File: src/design/sis_pkg.sv
// Shared types and codes for the stable insertion sorter.
// No dependencies; imported by sis_cell, stable_insertion_sorter and both bench files.
package sis_pkg;

    // Configuration register indexes
    localparam logic REG_DESCENDING = 1'b0;
    localparam logic REG_SIGNED_KEYS = 1'b1;

    // Field widths fixed by the stream interface
    localparam int KEY_FIELD_BITS = 32;
    localparam int TAG_FIELD_BITS = 16;
    // Widest key and tag the cells may be built with
    localparam int KEY_EXT_BITS = 64;
    localparam int TAG_EXT_BITS = 32;

    typedef enum logic {
        ST_LOAD,
        ST_DRAIN
    } sort_state_t;

    // Broadcast control shared by every cell of the chain
    typedef struct packed {
        logic insert;      // place the incoming record this cycle
        logic drain;       // shift the whole chain one cell toward the head
        logic descending;  // largest key first
        logic signed_keys; // compare keys as two's complement
    } cell_ctrl_t;

endpackage

File: src/design/sis_cell.sv
// One storage cell of the insertion chain: holds a key and a tag, compares
// the incoming key with its own and loads a neighbor or the new record when told.
// Depends on sis_pkg.
module sis_cell #(
    parameter int KEY_BITS = 32,
    parameter int TAG_BITS = 16
) (
    input  logic                  clk,
    input  sis_pkg::cell_ctrl_t   ctrl,
    input  logic                  occupied,
    input  logic                  after_self,
    input  logic                  after_left,
    input  logic [KEY_BITS-1:0]   new_key,
    input  logic [TAG_BITS-1:0]   new_tag,
    input  logic [KEY_BITS-1:0]   left_key,
    input  logic [TAG_BITS-1:0]   left_tag,
    input  logic [KEY_BITS-1:0]   right_key,
    input  logic [TAG_BITS-1:0]   right_tag,
    output logic [KEY_BITS-1:0]   key,
    output logic [TAG_BITS-1:0]   tag,
    output logic                  blocks
);
    import sis_pkg::*;

    logic [KEY_BITS-1:0] key_reg;
    logic [KEY_BITS-1:0] key_next;
    logic [TAG_BITS-1:0] tag_reg;
    logic [TAG_BITS-1:0] tag_next;
    logic [KEY_BITS-1:0] flip;
    logic [KEY_BITS-1:0] rank_new;
    logic [KEY_BITS-1:0] rank_own;
    logic                goes_before;

    // Flip the sign bit so that signed keys order as unsigned ranks
    assign flip     = {ctrl.signed_keys, {(KEY_BITS-1){1'b0}}};
    assign rank_new = new_key ^ flip;
    assign rank_own = key_reg ^ flip;
    assign goes_before = ctrl.descending ? (rank_new > rank_own) : (rank_new < rank_own);

    // An occupied cell the new record may not pass stops its leftward move
    assign blocks = occupied && !goes_before;

    always_comb
    begin
        key_next = key_reg;
        tag_next = tag_reg;
        if (ctrl.drain)
        begin
            key_next = right_key;
            tag_next = right_tag;
        end
        else if (ctrl.insert && after_self)
        begin
            if (after_left)
            begin
                key_next = left_key;
                tag_next = left_tag;
            end
            else
            begin
                key_next = new_key;
                tag_next = new_tag;
            end
        end
    end

    always_ff @(posedge clk)
    begin
        key_reg <= key_next;
        tag_reg <= tag_next;
    end

    assign key = key_reg;
    assign tag = tag_reg;

endmodule

File: config.mk
export PLATFORM = sky130hd
export DESIGN_NAME = sis_cell
export DESIGN_NICKNAME = d
export VERILOG_FILES = /design/src/design/sis_pkg.sv /design/src/design/sis_cell.sv
export SDC_FILE = /design/constraint.sdc
export NUM_CORES = 1
export LEC_CHECK = 0
export ABC_CLOCK_PERIOD_IN_PS = 3500
export BUFFER_PORTS_ARGS = -buffer_cell sky130_fd_sc_hd__buf_4
export CAP_MARGIN = 25
export CORE_MARGIN = 10
export CORE_UTILIZATION = 45
export CTS_BUF_LIST = sky130_fd_sc_hd__clkbuf_8
export DETAILED_ROUTE_END_ITERATION = 10
export PLACE_DENSITY = 0.89
export SYNTH_ARGS = -nofsm -noshare
export SYNTH_HDL_FRONTEND = slang
export SYNTH_SLANG_ARGS = --single-unit
File: constraint.sdc
create_clock -name clk -period 3.5 [get_ports clk]
set_clock_uncertainty 0.05 [all_clocks]
set_input_delay 0.7 -clock clk [delete_from_list [all_inputs] [get_ports clk]]
set_output_delay 0.7 -clock clk [all_outputs]
set_load 0.05 [all_outputs]
==> qor.yml <==
crit_path_top_delay_cell: "ha_1"
slew_headroom: 0.459
grt_pass1_vias: 3435
routedWlPerCell_um: 17.8
tightest_slew_ns: 0.811
drcViolationCount: 0
synthArstFlopShare: 0
worst_setup_path_end_kind: "output port"
ant_nets: 0
post_dp_cell_area_um2: 4830
clk_pin_slew_ns: 0.10
min_period_ns: 3.32
synth_edf_count: 48
viasPerCell: 5.05
core_um2: 6910
synth-main-ff-cell: "edfxtp_1"
initial_core_util: 0.470
cts_tree: "done"
arrival_ns: 2.57
cp_max_fo: 2
cts_buffers: 5
grt_start_max_net_pins: 49
layout.nets: 706
maxCapViolCount: 0
grt_pass1_wl_mm: 17.1
drive_above_1_share: 0.407
timing.final.crit_share: 0.949
cts_max_level: 2
worst_slack_ns: 0.178
clock_path_buffers: 2
drt-total-wl_mm: 11.0
cp-start-kind: "input port"
syn_inst: 328
num_io_pins: 201
status: "complete, no violations"
max-vdd-ir-drop_mv: 0.224
setup_viol: 0
fmax_mhz: 301
die_y_um: 105
required_ns: 2.75
rsz0062_at_grt: "no"
drt_first_pass_iters: 6
yosys.area.top_type: "edfxtp_1"
yosysUniqueCellTypes: 28
dr.first_iter.drc_count: 144
std_cell_rows: 30
placed_cells: 611
slew_violations: 0
die_x_um: 105
layout-area-overhead-vs-synth_pct: 52.3
p_total_w: 0.00192
final_area_um2: 4940
grtUsageTotal: 0.190
tns_ns: 0
grt_overflow: 0
path_cells: "buf_4 > xor2_1 > ha_1 > nand4_1 > nor4_2 > nand4_1 > a31oi_1 > o221ai_1 > o311a_1 > buf_4"
synth_seq_cells: 48
worstHoldPathType: "input port to register"
synth_area_um2: 3250
netlist_top_cells_area: "edfxtp_1, mux2i_1, ha_1, o21ai_0, nand2_1"
gp_congestion: 0.829
p_per_area_nw_per_um2: 389
fillers: 540
fin_cells: 619
clock_sinks: 48
vias: 3123
pre_cts_ws_ns: 0.0747
antenna_found_initial: 0
avgSynthCellArea_um2: 9.90
yosysWarnings: 0
cts-root-buf: "clkbuf_8"
antenna_cells: 0
path_class: "input port to output port"
die-area_um2: 11000
cpPeakStageDelay_ns: 0.30
p_leak_nw: 2.48
portBuffers: 200
hold_viol: 0
yosysSeqAreaShare: 0.444
synth_nets: 512
synth_top_area_frac: 0.444
dpl.hpwl_mm: 9.32
largest_reg_flops: 32
## worst max-delay path, delay by kind of cell
kind	cells	cell delay, ns
xor+xnor	1	0.16
compound gates	3	0.53
fa+ha+maj	1	0.30
buf+inv	2	0.32
simple gates	3	0.56
## stage by stage
stage	util	hold slack (ns)
2_1_floorplan	-	0.837
3_3_place_gp	0.700	0.923
3_5_place_dp	0.700	0.931
4_1_cts	0.716	0.616
5_1_grt	0.716	0.619
6_report	0.716	0.629
## area by class of cell
cell class / count / area [um2] / area share
clock buffers: 5 / 68.8 / 0.0139
well taps: 96 / 120 / 0.0243
repair buffers: 204 / 1530 / 0.310
multi-input cells: 231 / 1620 / 0.328
inverters: 32 / 120 / 0.0243
flip-flops and latches: 48 / 1440 / 0.292
clock inverters: 3 / 42.5 / 0.00861
## report_power, final
part	total, W	switching (W)	internal (W)
Sequential	0.000747	0.0000310	0.000716
Combinational	0.000768	0.000468	0.000300
Clock	0.000407	0.000195	0.000212
## layout by cell type, fill, tap and decap left out, types with 2 or more instances in the layout
| cell | count |
|---|---|
| buf_4 | 204 |
| clkbuf_8 | 5 |
| a21oi_1 | 11 |
| ha_1 | 32 |
| edfxtp_1 | 48 |
| nor2_1 | 4 |
| nand4_1 | 5 |
| nand3_1 | 2 |
| nand2b_1 | 2 |
| inv_1 | 32 |
| nand2_1 | 59 |
| a21o_1 | 2 |
| o21ai_0 | 51 |
| mux2i_1 | 48 |
## logic make-up after synthesis
logic type	synth area share
buf+inv	0.0578
mux	0.148
compound gates	0.124
simple gates	0.0971
fa+ha+maj	0.123
flops	0.444
xor+xnor	0.00540
## synth_stat cells, types with 2 or more instances
library cell and instances:
nand2b_1 2, nand4_1 5, a21o_1 3, a21oi_1 11
edfxtp_1 48, nor2_1 4, o21ai_0 51, ha_1 32
nand3_1 2, buf_2 3, inv_1 32, nand2_1 59
mux2i_1 48, clkbuf_1 14
## repair_timing
item / in CTS / in global routing
gates resized for setup: 0 / 0
endpoints found under the setup margin: 0 / 1
setup buffers: 0 / 0
hold buffers: 0 / 0
## worst paths after layout
check / from / to / slack [ns] / cells past startpoint
max: ctrl[0] / blocks / 0.18 / 10
min: right_key[29] / key[29] / 0.63 / 3
## layer usage
| layer | part of all wire | GRT usage |
|---|---|---|
| met5 | 0 | 0 |
| met4 | 0.025 | 0.0578 |
| met1 | 0.36 | 0.192 |
| met3 | 0.093 | 0.0805 |
| met2 | 0.52 | 0.347 |
Note: power is estimated with default switching activity, not from simulation.
